===== src/rtl/assert_macros.svh =====
// Assertion macros used by the top-level RTL file of the serial packet deframer.
`ifndef ASSERT_MACROS_SVH
`define ASSERT_MACROS_SVH

// Checks that prop holds at every rising clock edge outside reset.
`define ASSERT_ALWAYS(lbl, clk, rstn, prop, msg) \
    lbl: assert property (@(posedge clk) disable iff (!rstn) (prop)) else $error(msg);

// Checks that cons holds in the cycle after ante outside reset.
`define ASSERT_NEXT(lbl, clk, rstn, ante, cons, msg) \
    lbl: assert property (@(posedge clk) disable iff (!rstn) (ante) |=> (cons)) \
        else $error(msg);

`endif


===== src/rtl/spd_pkg.sv =====
// Types and constants shared by the serial packet deframer modules.
package spd_pkg;

    localparam int BYTE_W = 8;

    // Register select bit of the configuration address.
    localparam logic REG_SYNC = 1'b0;
    localparam logic REG_MASK = 1'b1;

    localparam logic [BYTE_W-1:0] SYNC_RESET = 8'hAA;
    localparam logic [BYTE_W-1:0] MASK_RESET = 8'h55;

    localparam logic KIND_PAYLOAD = 1'b0;
    localparam logic KIND_END     = 1'b1;

    typedef struct packed {
        logic              valid;
        logic              kind;
        logic [BYTE_W-1:0] address;
        logic [BYTE_W-1:0] command;
        logic [BYTE_W-1:0] length;
        logic [BYTE_W-1:0] index;
        logic [BYTE_W-1:0] payload;
        logic [BYTE_W-1:0] rx_sum;
        logic              sum_ok;
    } t_record;

endpackage


===== src/rtl/spd_fsm.sv =====
// Framing state machine: tracks the packet phase, header fields and running sum.
module spd_fsm
    import spd_pkg::*;
(
    input  logic              i_clk,
    input  logic              i_rst_n,
    input  logic              i_step,
    input  logic              i_flush,
    input  logic [BYTE_W-1:0] i_byte,
    input  logic [BYTE_W-1:0] i_sync_byte,
    input  logic [BYTE_W-1:0] i_sum_mask,
    output t_record           o_rec
);

    localparam logic [2:0] PH_HUNT    = 3'd0;
    localparam logic [2:0] PH_ADDR    = 3'd1;
    localparam logic [2:0] PH_LEN     = 3'd2;
    localparam logic [2:0] PH_CMD     = 3'd3;
    localparam logic [2:0] PH_PAYLOAD = 3'd4;
    localparam logic [2:0] PH_SUM     = 3'd5;

    logic [2:0]        r_phase,   n_phase;
    logic [BYTE_W-1:0] r_address, n_address;
    logic [BYTE_W-1:0] r_length,  n_length;
    logic [BYTE_W-1:0] r_command, n_command;
    logic [BYTE_W-1:0] r_count,   n_count;
    logic [BYTE_W-1:0] r_sum,     n_sum;
    logic [BYTE_W-1:0] w_sum_add;
    logic [BYTE_W-1:0] w_count_inc;

    assign w_sum_add   = r_sum + i_byte;
    assign w_count_inc = r_count + 8'd1;

    always_comb begin
        n_phase   = r_phase;
        n_address = r_address;
        n_length  = r_length;
        n_command = r_command;
        n_count   = r_count;
        n_sum     = r_sum;

        o_rec         = '0;
        o_rec.address = r_address;
        o_rec.command = r_command;
        o_rec.length  = r_length;

        if (i_flush) begin
            n_phase   = PH_HUNT;
            n_address = '0;
            n_length  = '0;
            n_command = '0;
            n_count   = '0;
            n_sum     = '0;
        end else begin
            case (r_phase)
                PH_HUNT: begin
                    if (i_byte == i_sync_byte) begin
                        n_phase = PH_ADDR;
                    end
                end
                PH_ADDR: begin
                    n_address = i_byte;
                    n_sum     = i_byte;
                    n_phase   = PH_LEN;
                end
                PH_LEN: begin
                    n_length = i_byte;
                    n_sum    = w_sum_add;
                    n_phase  = PH_CMD;
                end
                PH_CMD: begin
                    n_command = i_byte;
                    n_sum     = w_sum_add;
                    n_count   = '0;
                    n_phase   = (r_length == '0) ? PH_SUM : PH_PAYLOAD;
                end
                PH_PAYLOAD: begin
                    o_rec.valid   = 1'b1;
                    o_rec.kind    = KIND_PAYLOAD;
                    o_rec.index   = r_count;
                    o_rec.payload = i_byte;
                    n_sum         = w_sum_add;
                    n_count       = w_count_inc;
                    if (w_count_inc == r_length) begin
                        n_phase = PH_SUM;
                    end
                end
                PH_SUM: begin
                    o_rec.valid  = 1'b1;
                    o_rec.kind   = KIND_END;
                    o_rec.rx_sum = i_byte;
                    o_rec.sum_ok = (i_byte == (r_sum ^ i_sum_mask));
                    n_phase      = PH_HUNT;
                end
                default: begin
                    n_phase   = PH_HUNT;
                    n_address = '0;
                    n_length  = '0;
                    n_command = '0;
                    n_count   = '0;
                    n_sum     = '0;
                end
            endcase
        end
    end

    always_ff @(posedge i_clk) begin
        if (!i_rst_n) begin
            r_phase   <= PH_HUNT;
            r_address <= '0;
            r_length  <= '0;
            r_command <= '0;
            r_count   <= '0;
            r_sum     <= '0;
        end else if (i_step) begin
            r_phase   <= n_phase;
            r_address <= n_address;
            r_length  <= n_length;
            r_command <= n_command;
            r_count   <= n_count;
            r_sum     <= n_sum;
        end
    end

endmodule


===== src/rtl/serial_packet_deframer.sv =====
// Top level of the serial packet deframer: input register, framing logic, result register.
// The block takes one received word or flush request per clock cycle and recovers packets
// framed as sync byte, address, length, command, payload bytes and checksum. A word is
// held in an input register, passes through the framing logic and lands in a result
// register. The rate is one word per cycle, as the phase and running sum are updated once
// per word; the input side stalls only while a finished result waits to be taken.
// Registers: sync byte at address 0 (reset 0xAA) and checksum mask at address 4 (reset 0x55).
`include "assert_macros.svh"

module serial_packet_deframer
    import spd_pkg::*;
(
    input  logic              i_clk,
    input  logic              i_rst_n,
    input  logic              i_in_valid,
    output logic              o_in_ready,
    input  logic              i_req_type,
    input  logic [7:0]        i_rx_byte,
    output logic              o_out_valid,
    input  logic              i_out_ready,
    output logic              o_record_kind,
    output logic [7:0]        o_pkt_address,
    output logic [7:0]        o_pkt_command,
    output logic [7:0]        o_pkt_length,
    output logic [7:0]        o_byte_index,
    output logic [7:0]        o_payload_byte,
    output logic [7:0]        o_received_sum,
    output logic              o_sum_ok,
    input  logic              psel,
    input  logic              penable,
    input  logic              pwrite,
    input  logic [2:0]        paddr,
    input  logic [31:0]       pwdata,
    output logic [31:0]       prdata,
    output logic              pready
);

    logic [BYTE_W-1:0] r_sync;
    logic [BYTE_W-1:0] r_mask;
    logic              w_cfg_write;

    logic              r_in_valid;
    logic              r_req_type;
    logic [BYTE_W-1:0] r_rx_byte;
    logic              w_step;

    t_record           w_rec;
    t_record           r_out;
    logic              r_out_valid;

    assign pready      = 1'b1;
    assign w_cfg_write = psel && penable && pwrite;
    assign prdata      = (paddr[2] == REG_MASK) ? {24'd0, r_mask} : {24'd0, r_sync};

    always_ff @(posedge i_clk) begin
        if (!i_rst_n) begin
            r_sync <= SYNC_RESET;
            r_mask <= MASK_RESET;
        end else if (w_cfg_write) begin
            if (paddr[2] == REG_SYNC) begin
                r_sync <= pwdata[BYTE_W-1:0];
            end else begin
                r_mask <= pwdata[BYTE_W-1:0];
            end
        end
    end

    assign w_step     = r_in_valid && (!r_out_valid || i_out_ready);
    assign o_in_ready = !r_in_valid || w_step;

    always_ff @(posedge i_clk) begin
        if (!i_rst_n) begin
            r_in_valid <= 1'b0;
        end else if (i_in_valid && o_in_ready) begin
            r_in_valid <= 1'b1;
        end else if (w_step) begin
            r_in_valid <= 1'b0;
        end
    end

    always_ff @(posedge i_clk) begin
        if (i_in_valid && o_in_ready) begin
            r_req_type <= i_req_type;
            r_rx_byte  <= i_rx_byte;
        end
    end

    spd_fsm u_fsm (
        .i_clk       (i_clk),
        .i_rst_n     (i_rst_n),
        .i_step      (w_step),
        .i_flush     (r_req_type),
        .i_byte      (r_rx_byte),
        .i_sync_byte (r_sync),
        .i_sum_mask  (r_mask),
        .o_rec       (w_rec)
    );

    always_ff @(posedge i_clk) begin
        if (!i_rst_n) begin
            r_out_valid <= 1'b0;
        end else if (w_step) begin
            r_out_valid <= w_rec.valid;
        end else if (i_out_ready) begin
            r_out_valid <= 1'b0;
        end
    end

    always_ff @(posedge i_clk) begin
        if (w_step && w_rec.valid) begin
            r_out <= w_rec;
        end
    end

    assign o_out_valid    = r_out_valid;
    assign o_record_kind  = r_out.kind;
    assign o_pkt_address  = r_out.address;
    assign o_pkt_command  = r_out.command;
    assign o_pkt_length   = r_out.length;
    assign o_byte_index   = r_out.index;
    assign o_payload_byte = r_out.payload;
    assign o_received_sum = r_out.rx_sum;
    assign o_sum_ok       = r_out.sum_ok;

    `ASSERT_ALWAYS(a_payload_index, i_clk, i_rst_n, !(o_out_valid && (o_record_kind == KIND_PAYLOAD)) || (o_byte_index < o_pkt_length), "Payload index is not below the packet length.")
    `ASSERT_ALWAYS(a_payload_no_sum, i_clk, i_rst_n, !(o_out_valid && (o_record_kind == KIND_PAYLOAD)) || ((o_received_sum == 8'd0) && !o_sum_ok), "Payload record carries checksum fields.")
    `ASSERT_NEXT(a_stall_holds_word, i_clk, i_rst_n, r_in_valid && !w_step, r_in_valid && $stable(r_rx_byte) && $stable(r_req_type), "Stalled word was lost or changed.")

endmodule


===== config.mk =====
export PLATFORM = sky130hd
export DESIGN_NAME = serial_packet_deframer
export DESIGN_NICKNAME = d
export VERILOG_FILES = /design/src/rtl/spd_pkg.sv /design/src/rtl/spd_fsm.sv /design/src/rtl/serial_packet_deframer.sv
export VERILOG_INCLUDE_DIRS = /design/src /design/src/rtl
export SDC_FILE = /design/constraint.sdc
export NUM_CORES = 1
export LEC_CHECK = 0
export BUFFER_PORTS_ARGS = -buffer_cell sky130_fd_sc_hd__buf_4
export CORE_UTILIZATION = 30
export DETAILED_ROUTE_END_ITERATION = 8
export GPL_ROUTABILITY_DRIVEN = 0
export SKIP_LAST_GASP = 1
export SLEW_MARGIN = 25
export SYNTH_ARGS = -nofsm -noshare
export SYNTH_HDL_FRONTEND = slang
export SYNTH_SLANG_ARGS = --single-unit

===== constraint.sdc =====
create_clock -name i_clk -period 3.3 [get_ports i_clk]
set_input_delay 0.33 -clock i_clk [delete_from_list [all_inputs] [get_ports i_clk]]
set_output_delay 0.33 -clock i_clk [all_outputs]
set_load 0.02 [all_outputs]

==> results of run 1 <==
==> cells by family (layout without fill, tap and decap cells) <==
family | count (synthesis) | in the layout | share of synthesized area
simple gates | 228 | 228 | 0.2009
buf+inv | 67 | 129 | 0.06192
mux | 16 | 16 | 0.02976
compound gates | 91 | 91 | 0.1050
flops | 120 | 120 | 0.5234
xor+xnor | 37 | 37 | 0.05667
fa+ha+maj | 9 | 9 | 0.02101
other cells | 2 | 25 | 0.001313
==> how the worst max path moves through the flow <==
stage | start | to | cells past startpoint
3_3_place_gp | u_fsm.r_phase[1] | u_fsm.r_count[2] | 7
3_5_place_dp | u_fsm.r_phase[1] | u_fsm.r_count[2] | 7
2_1_floorplan | r_req_type | o_byte_index[0] | 3
5_1_grt | r_req_type | u_fsm.r_command[4] | 5
6_report | u_fsm.r_phase[1] | u_fsm.r_count[2] | 7
4_1_cts | u_fsm.r_phase[1] | u_fsm.r_count[2] | 7
==> worst register-to-register path, stage by stage, from the launching register on <==
cell	delay (ns)
dfxtp_1	0.46
buf_4	0.25
or3b_2	0.55
nor2_4	0.10
buf_4	0.24
nand2b_1	0.13
or3b_1	0.38
a21oi_1	0.14
==> per-layer routing <==
layer	track usage	up-vias	routed length, µm
met5	0	-	0
met4	0.04627	0	172
met1	0.1954	1986	6432
li1	-	2108	-
met3	0.03932	11	642
met2	0.2292	107	6482
==> where the power goes <==
part | switching [mW] | leakage, nW | total (mW) | internal [mW]
Sequential | 0.0418 | 1.12 | 1.61 | 1.57
Clock | 0.713 | 0.305 | 1.92 | 1.20
Combinational | 0.130 | 1.36 | 0.214 | 0.0843
==> cells in the final DEF (no fill, tap or decap), drive strengths merged, types with 7 or more instances in the layout <==
cell / synthesis / layout
a21o: 10 / 10
a21oi: 33 / 33
a32oi: 9 / 9
and2: 30 / 30
buf: 34 / 92
clkbuf: 28 / 17
clkinv: 1 / 7
conb: 2 / 25
dfxtp: 61 / 61
edfxtp: 59 / 59
ha: 8 / 8
inv: 4 / 10
mux2: 8 / 8
mux2i: 8 / 8
nand2: 74 / 74
nand3: 17 / 17
nor2: 45 / 45
nor4: 7 / 7
o21ai: 12 / 12
or3: 16 / 16
xnor2: 31 / 31
==> state kept, by name (all words and copies together) (netlist names) <==
register / count
u_fsm.r_command: 8
r_in_valid: 1
o_pkt_command: 8
u_fsm.r_count: 8
o_pkt_length: 8
u_fsm.r_length: 8
u_fsm.r_address: 8
o_sum_ok: 1
u_fsm.r_phase: 3
r_req_type: 1
o_payload_byte: 8
u_fsm.r_sum: 8
r_rx_byte: 8
o_received_sum: 8
o_byte_index: 8
r_sync: 8
o_out_valid: 1
r_mask: 8
o_record_kind: 1
o_pkt_address: 8
==> cell type report <==
type	instances	area, µm²
Clock buffer	17	425.4
Clock inverter	15	187.7
Fill cell	1854	11630
Inverter	5	18.77
Multi-Input combinational cell	406	2465
Sequential cell	120	2993
Tap cell	234	292.8
Timing Repair Buffer	92	690.7
==> synthesized netlist by cell type, types with 4 or more instances <==
master,number,area [µm²]
nand4_1,4,25.02
a21o_1,10,75.07
o21ai_0,12,60.06
dfxtp_1,61,1221
buf_4,25,187.7
nor3_1,4,20.02
nor2b_1,6,37.54
xor2_1,6,52.55
mux2i_1,8,80.08
nor2_1,44,165.2
nand2b_1,6,37.54
ha_1,8,100.1
xnor2_1,31,271.5
and2_1,29,181.4
buf_2,7,35.03
a21oi_1,33,165.2
clkbuf_1,28,105.1
a22oi_1,6,45.04
inv_1,4,15.01
edfxtp_1,59,1772
nand2_1,74,277.8
mux2_2,8,90.09
nor4_1,7,43.79
nand3_1,17,85.08
a32oi_1,9,78.83
or3_1,16,100.1
==> per-stage QoR <==
stage | total power [mW] | cells | setup WS (ns) | util
floorplan | 1.799 | 593 | 0.5525 | -
global placement | 1.856 | 857 | 0.9981 | 0.3454
detailed placement | 1.857 | 857 | 0.9951 | 0.3454
CTS | 3.784 | 889 | 0.9680 | 0.3781
global route | 3.878 | 889 | 0.7944 | 0.3781
finish | 3.741 | 889 | 0.9693 | 0.3781
==> flow_metrics.tcl, run 1 <==
set metrics [dict create \
    finalClockSkew_ns 0.01222 \
    yosysSeqAreaShare 0.5234 \
    synth_area_um2 5718 \
    dieHeight_um 140.1 \
    cts-buffers-inserted 17 \
    min_from "i_rx_byte[3]" \
    slew_viol_final 0 \
    clk_latency_ns 0.42 \
    antenna_found_initial 0 \
    tightest_slew_ns 0.7047 \
    min_path_type "input port to flop" \
    portBuffers 84 \
    cts_setup_buffers 0 \
    first_pass_iters 4 \
    diodes 0 \
    clk_pin_slew_ns 0.06 \
    synth-edff-count 59 \
    cp.required_ns 3.64 \
    timing.critical_path.mode_cell "buf_4" \
    cp_slowest_stage_delay_ns 0.55 \
    synthCells 570 \
    drc_errors 0 \
    hold_viol_final 0 \
    clock_sinks 120 \
    fin_hold_ws_ns 0.08878 \
    core_um2 18710 \
    dp_hpwl_um 9163 \
    final_min_period_over_clock_period 0.7063 \
    hold_buffers 0 \
    critPathMaxFanout 23 \
    cp_num_buf_inv 2 \
    root_buffer "clkbuf_16" \
    fmax_mhz 429.1 \
    rows 50 \
    critPathTopFamily "simple AND/OR/NAND/NOR gates" \
    cts_tree "yes" \
    final.min_clock_period_ns 2.331 \
    timing.rr.start "u_fsm.r_phase[1]" \
    slew_headroom 0.5276 \
    io-pin-count 136 \
    overflow 0 \
    setup_tns_ns 0 \
    htree_levels 4 \
    worstRegToRegCells 7 \
    vias 4212 \
    finish.instance_area_um2 7073 \
    num-nets-final 702 \
    clock_path_buffers 2 \
    path_cells "buf_4, or3b_2, nor2_4, buf_4, nand2b_1, or3b_1, a21oi_1" \
    cp_slowest_cell "or3b_2" \
    drive_gt1_frac 0.2153 \
    ir_worst_vdd_uv 327.7 \
    routed_wl_um 13730 \
    wire_per_inst_um 15.44 \
    cp.arrival_ns 2.67 \
    min_to "r_rx_byte[3]" \
    grt_pass1_vias 3930 \
    r2r_setup_slack_ns 0.97 \
    whs_path_depth 1 \
    grt_max_degree 49 \
    rsz0062_at_grt "false" \
    dpl_cell_area_um2 6460 \
    gr-usage-all-layers 0.1462 \
    ant_nets 0 \
    ys_types 57 \
    critPathLaunchType "flop" \
    r2r_end "u_fsm.r_count[2]" \
    die_w_um 140.1 \
    via_per_inst 4.738 \
    worst-setup-path-type "flop to flop" \
    ctsResizeCount 0 \
    finalSetupViolations 0 \
    p_per_area_nw_per_um2 528.9 \
    end_kind "flop" \
    initial_utilization 0.3057 \
    syn2layout_area_growth_pct 23.70 \
    maxCapViolations 0 \
    synthFlopType "dfxtp_1" \
    grt_pass1_wl_um 21700 \
    syn-mean-instance-area_um2 10.03 \
    status "complete, no violations" \
    dieArea_um2 19620 \
    yosysWarnings 0 \
    synthArstFlopShare 0 \
    ys_ff_latch 120 \
    p_leak_nw 2.788 \
    drt_iter0_markers 359 \
]
(Power assumes the default switching activity.)
==> inputs of run 2 (changes only) <==
Settings changed: ABC_AREA set to 1.
Clock period 3.3 ns to 2.4 ns, I/O delays scaled along.
==> flow_metrics.tcl, run 2 <==
set metrics [dict create \
    synth-edff-count 59 \
    synthFlopType "dfxtp_1" \
    finalSetupViolations 0 \
    drt_iter0_markers 334 \
    tightest_slew_ns 0.5913 \
    worst-setup-path-type "flop to flop" \
    layout_commonest_cell "nand2_1" \
    drive_gt1_frac 0.2019 \
    io-pin-count 136 \
    synthArstFlopShare 0 \
    path_cells "ha_1, fa_1, nand2_1, inv_1, o21ai_0, nand2_1, a21oi_1, o21ai_0, o21ai_0, nand2_1, a21oi_1" \
    critPathMaxFanout 4 \
    dp_hpwl_um 9760 \
    synth.most_common_cell "nand2_1" \
    htree_levels 4 \
    hold_viol_final 0 \
    synth_top_area_cell "edfxtp_1" \
    vias 4471 \
    ctsResizeCount 0 \
    root_buffer "clkbuf_16" \
    portBuffers 84 \
    fillers 1824 \
    die_w_um 137.8 \
    synthCells 630 \
    routed_wl_um 13690 \
    fmax_mhz 496.2 \
    layout_common_cells "nand2_1 (135), buf_4 (91), nor2_1 (71), dfxtp_1 (60), edfxtp_1 (59)" \
    status "complete, no violations" \
    grt_pass1_vias 4173 \
    final_min_period_over_clock_period 0.8398 \
    clk_pin_slew_ns 0.05 \
    gr-usage-all-layers 0.1551 \
    dieHeight_um 137.8 \
    final.min_clock_period_ns 2.016 \
    syn2layout_area_growth_pct 27.67 \
    ys_ff_latch 120 \
    num-nets-final 795 \
    grt_pass1_wl_um 21800 \
    diodes 0 \
    maxCapViolations 0 \
    slew_viol_final 0 \
    ys_types 39 \
    ant_nets 0 \
    clock_sinks 120 \
    yosysWarnings 0 \
    synth_top_area_frac 0.3201 \
    rows 49 \
    yosysSeqAreaShare 0.5407 \
    drc_errors 0 \
    core_um2 18020 \
    wire_per_inst_um 14.01 \
    cts-buffers-inserted 17 \
    syn-mean-instance-area_um2 8.786 \
    cts_tree "yes" \
    first_pass_iters 5 \
    end_kind "flop" \
    cp_slowest_stage_delay_ns 0.45 \
    synth_top_cells_by_area "edfxtp_1 (32%), dfxtp_1 (22%), nand2_1 (9.2%)" \
    p_per_area_nw_per_um2 739.9 \
    grt_max_degree 32 \
    slew_headroom 0.6032 \
    rsz0062_at_grt "false" \
    antenna_found_initial 0 \
    clk_latency_ns 0.42 \
    ys_top_cells_by_count "nand2_1 (135), nor2_1 (71), dfxtp_1 (61)" \
    initial_utilization 0.3071 \
    p_leak_nw 2.887 \
    stdcell_count 977 \
    min_path_type "input port to flop" \
    cp.arrival_ns 2.36 \
    post-route-worst-setup-slack_ns 0.3845 \
    critPathLaunchType "flop" \
    overflow 0 \
    pre_cts_slack_ns 0.4065 \
    clock_path_buffers 2 \
    synth_area_um2 5535 \
    finalClockSkew_ns 0.01017 \
    cp.required_ns 2.75 \
    via_per_inst 4.576 \
    cp_slowest_cell "fa_1" \
    dieArea_um2 19000 \
    place_inst 937 \
    ir_worst_vdd_uv 529.2 \
]
## run 2: cell types whose count changed after synthesis, sizes merged, moves of 9 or more
| cell | change |
|---|---|
| xnor2 | -20 |
| o21ai | +14 |
| clkbuf | -21 |
| a32oi | -9 |
| inv | +57 |
| nand3 | +26 |
| nand2 | +66 |
| or3 | -16 |
| nor2 | +37 |
| a21oi | +21 |
| and2 | -30 |
## run 2: area by class of cell
class,count,area [µm²],area share
multi-input combinational,434,2173,0.3075
inverter,63,236.5,0.03346
clock buffer,23,499.2,0.07064
sequential,120,2994,0.4237
tap,229,286.5,0.04055
timing repair buffer,99,763.2,0.1080
clock inverter,9,113.9,0.01611
## run 2: what timing repair did
item	in CTS	in global routing
hold buffers	8	0
setup buffers	0	0
setup endpoints to repair	0	0
hold endpoints to repair	8	0
## run 2: report_power, final
part	switching, mW	internal, mW	total [mW]
Combinational	0.272	0.138	0.410
Sequential	0.0465	2.18	2.23
Clock	0.914	1.68	2.59
Total	1.23	4.00	5.23
## run 2: cells by family (layout without fill, tap and decap cells)
kind of cell | count (synthesis) | after routing | share of synthesized area
adder cells (fa/ha/maj) | 9 | 9 | 0.02170
AO/OA/AOI/OAI | 101 | 101 | 0.1015
AND/OR/NAND/NOR | 278 | 278 | 0.2156
flip-flops | 120 | 120 | 0.5407
buffers and inverters | 99 | 194 | 0.08590
other | 2 | 25 | 0.001357
XOR/XNOR | 21 | 21 | 0.03323
## run 2: worst paths after layout
check,from,end,slack [ns],cells after the start
min reg2reg,u_fsm.r_command[7],o_pkt_command[7],0.43,0
max,r_rx_byte[0],u_fsm.r_sum[4],0.38,11
max reg2reg,r_rx_byte[0],u_fsm.r_sum[4],0.38,11
min,i_req_type,r_req_type,0.04,1
## run 2: per-layer routing
| layer | routed length (µm) | up-vias | global-route usage | share of wire |
|---|---|---|---|---|
| met2 | 6282 | 149 | 0.2406 | 0.46 |
| met4 | 83 | 0 | 0.03684 | 0.0061 |
| li1 | - | 2260 | - | - |
| met1 | 6453 | 2052 | 0.2073 | 0.47 |
| met3 | 866 | 10 | 0.05151 | 0.063 |
| met5 | 0 | - | 0 | 0 |
## run 2: metrics by stage
stage / instance area, µm² / utilization / power (mW) / hold slack, ns / TNS (ns)
after CTS: 7067 / 0.3921 / 5.282 / 0.01352 / 0
after detailed placement: 6374 / 0.3536 / 2.667 / 0.4194 / 0
final: 7067 / 0.3921 / 5.229 / 0.03935 / 0
after floorplan: 5655 / - / 2.557 / 0.3389 / -16.20
after global placement: 6374 / 0.3536 / 2.667 / 0.4164 / 0
after global routing: 7067 / 0.3921 / 5.440 / 0.01116 / 0
## run 2: worst max-delay path: cells and delay by family (launching register included)
kind | cells | cell delay, ns
adder cells (fa/ha/maj) | 2 | 0.72
AO/OA/AOI/OAI | 5 | 0.51
flip-flops | 1 | 0.44
AND/OR/NAND/NOR | 3 | 0.22
buffers and inverters | 1 | 0.04
==> inputs of run 3 (changes only) <==
Clock period 2.4 ns to 1.9 ns, I/O delays scaled along.
==> flow_metrics.tcl, run 3 (synthesized netlist as in run 2, its figures left out) <==
set metrics [dict create \
    status "complete, no violations" \
    switching_power_mw 1.608 \
    layout_commonest_cell "nand2_1" \
    dieArea_um2 19000 \
    htree_levels 4 \
    drive_gt1_frac 0.2277 \
    place_inst 954 \
    overflow 0 \
    diodes 0 \
    p_leak_nw 3.003 \
    finalClockSkew_ns 0.008666 \
    critPathLaunchType "flop" \
    antenna_found_initial 0 \
    routed_wl_um 13740 \
    initial_utilization 0.3071 \
    intPower_mw 5.064 \
    final_min_period_over_clock_period 0.9496 \
    clockPowerShare 0.496 \
    final.min_clock_period_ns 1.804 \
    gr-usage-all-layers 0.1542 \
    end_kind "flop" \
    slew_headroom 0.6213 \
    path_cells "ha_2, fa_2, buf_4, nand4_1, nand3_1, xor2_1, o22ai_1, nand2_1, a21oi_2" \
    drc_errors 0 \
    cp_slowest_cell "edfxtp_1" \
    met2_usage 0.2446 \
    clk_pin_slew_ns 0.06 \
    sw_frac_of_total 0.2410 \
    syn2layout_area_growth_pct 31.78 \
    critPathMaxFanout 2 \
    clk_latency_ns 0.41 \
    clock_path_buffers 2 \
    dp_hpwl_um 9637 \
    grt_pass1_wl_um 21690 \
    maxCapViolations 0 \
    p_seq_frac 0.420 \
    setup_tns_ns 0 \
    cts_tree "yes" \
    slew_viol_final 0 \
    cp_slowest_stage_delay_ns 0.40 \
    first_pass_iters 5 \
    tightest_slew_ns 0.5650 \
    layout_common_cells "nand2_1 (135), buf_4 (109), nor2_1 (71), dfxtp_1 (60), edfxtp_1 (59)" \
    combPwrFrac 0.084 \
    vias 4526 \
    fmax_mhz 554.2 \
    worst-setup-path-type "flop to flop" \
    min_path_type "input port to flop" \
    power_mw 6.673 \
    p_per_area_nw_per_um2 914.8 \
    via_per_inst 4.517 \
    stdcell_count 1002 \
    ir_worst_vdd_uv 675.4 \
    clock_sinks 120 \
    rows 49 \
    met1_usage 0.1985 \
    core_um2 18020 \
    hold_viol_final 0 \
    cts-buffers-inserted 17 \
    r2r_setup_slack_ns 0.1 \
    grt_pass1_vias 4165 \
    grt_max_degree 43 \
    cp.required_ns 2.25 \
    final_util 0.4047 \
    drt_iter0_markers 275 \
    root_buffer "clkbuf_16" \
    busiest_layer "met2" \
    die_w_um 137.8 \
    dieHeight_um 137.8 \
    cp.arrival_ns 2.15 \
    portBuffers 84 \
    num-nets-final 820 \
    ant_nets 0 \
    rsz0062_at_grt "true" \
    finalSetupViolations 0 \
    wire_per_inst_um 13.72 \
    met3_usage 0.04268 \
    io-pin-count 136 \
]
run 3: path summary, 6_finish.rpt:
check,end,from,cells after the start
max,u_fsm.r_sum[6],r_rx_byte[0],9
min,r_sync[3],pwdata[3],3
max reg2reg,u_fsm.r_sum[6],r_rx_byte[0],9
min reg2reg,o_pkt_command[4],u_fsm.r_command[4],0
run 3: per-stage QoR:
stage / hold slack (ns) / worst slack, ns / area (µm²)
final: 0.01536 / 0.09567 / 7295
after global routing: 0.006612 / -0.05700 / 7295
after CTS: 0.0002914 / 0.05139 / 7269
after detailed placement: 0.3694 / -0.01828 / 6514
after global placement: 0.3689 / 0.005931 / 6514
after floorplan: 0.2889 / -0.8197 / 5655
run 3: area by class of cell:
class,instances,area [µm²]
Fill cell,1808,10730
Sequential cell,120,2994
Multi-Input combinational cell,434,2188
Timing Repair Buffer,124,978.4
Clock buffer,19,442.9
Tap cell,229,286.5
Inverter,63,236.5
Clock inverter,13,167.7
run 3: power by group through the flow:
stage / Sequential (mW) / Combinational (mW) / Clock [mW]
2_1_floorplan: 2.85 / 0.378 / 0
3_3_place_gp: 2.86 / 0.529 / 0
3_5_place_dp: 2.86 / 0.531 / 0
4_1_cts: 2.80 / 0.557 / 3.38
5_1_grt: 2.81 / 0.623 / 3.49
6_report: 2.80 / 0.561 / 3.31
run 3: repair_timing:
action	CTS	global route
hold endpoints to repair	14	0
setup endpoints to repair	2	6
hold buffers	14	0
buffers inserted	0	2
resized for setup	2	4
pin swaps	0	3
run 3: worst max-delay path: cells and delay by family (launching register included):
kind | cells | cell delay (ns)
XOR/XNOR | 1 | 0.15
AND/OR/NAND/NOR | 3 | 0.26
adder cells (fa/ha/maj) | 2 | 0.57
buffers and inverters | 1 | 0.14
AO/OA/AOI/OAI | 2 | 0.22
flip-flops | 1 | 0.40
run 3: per-layer routing:
layer	up-vias	share of wire	wire length (µm)
met2	135	0.46	6385
met4	0	0.014	193
met3	16	0.050	692
met1	2064	0.47	6472
met5	-	0	0
li1	2311	-	-
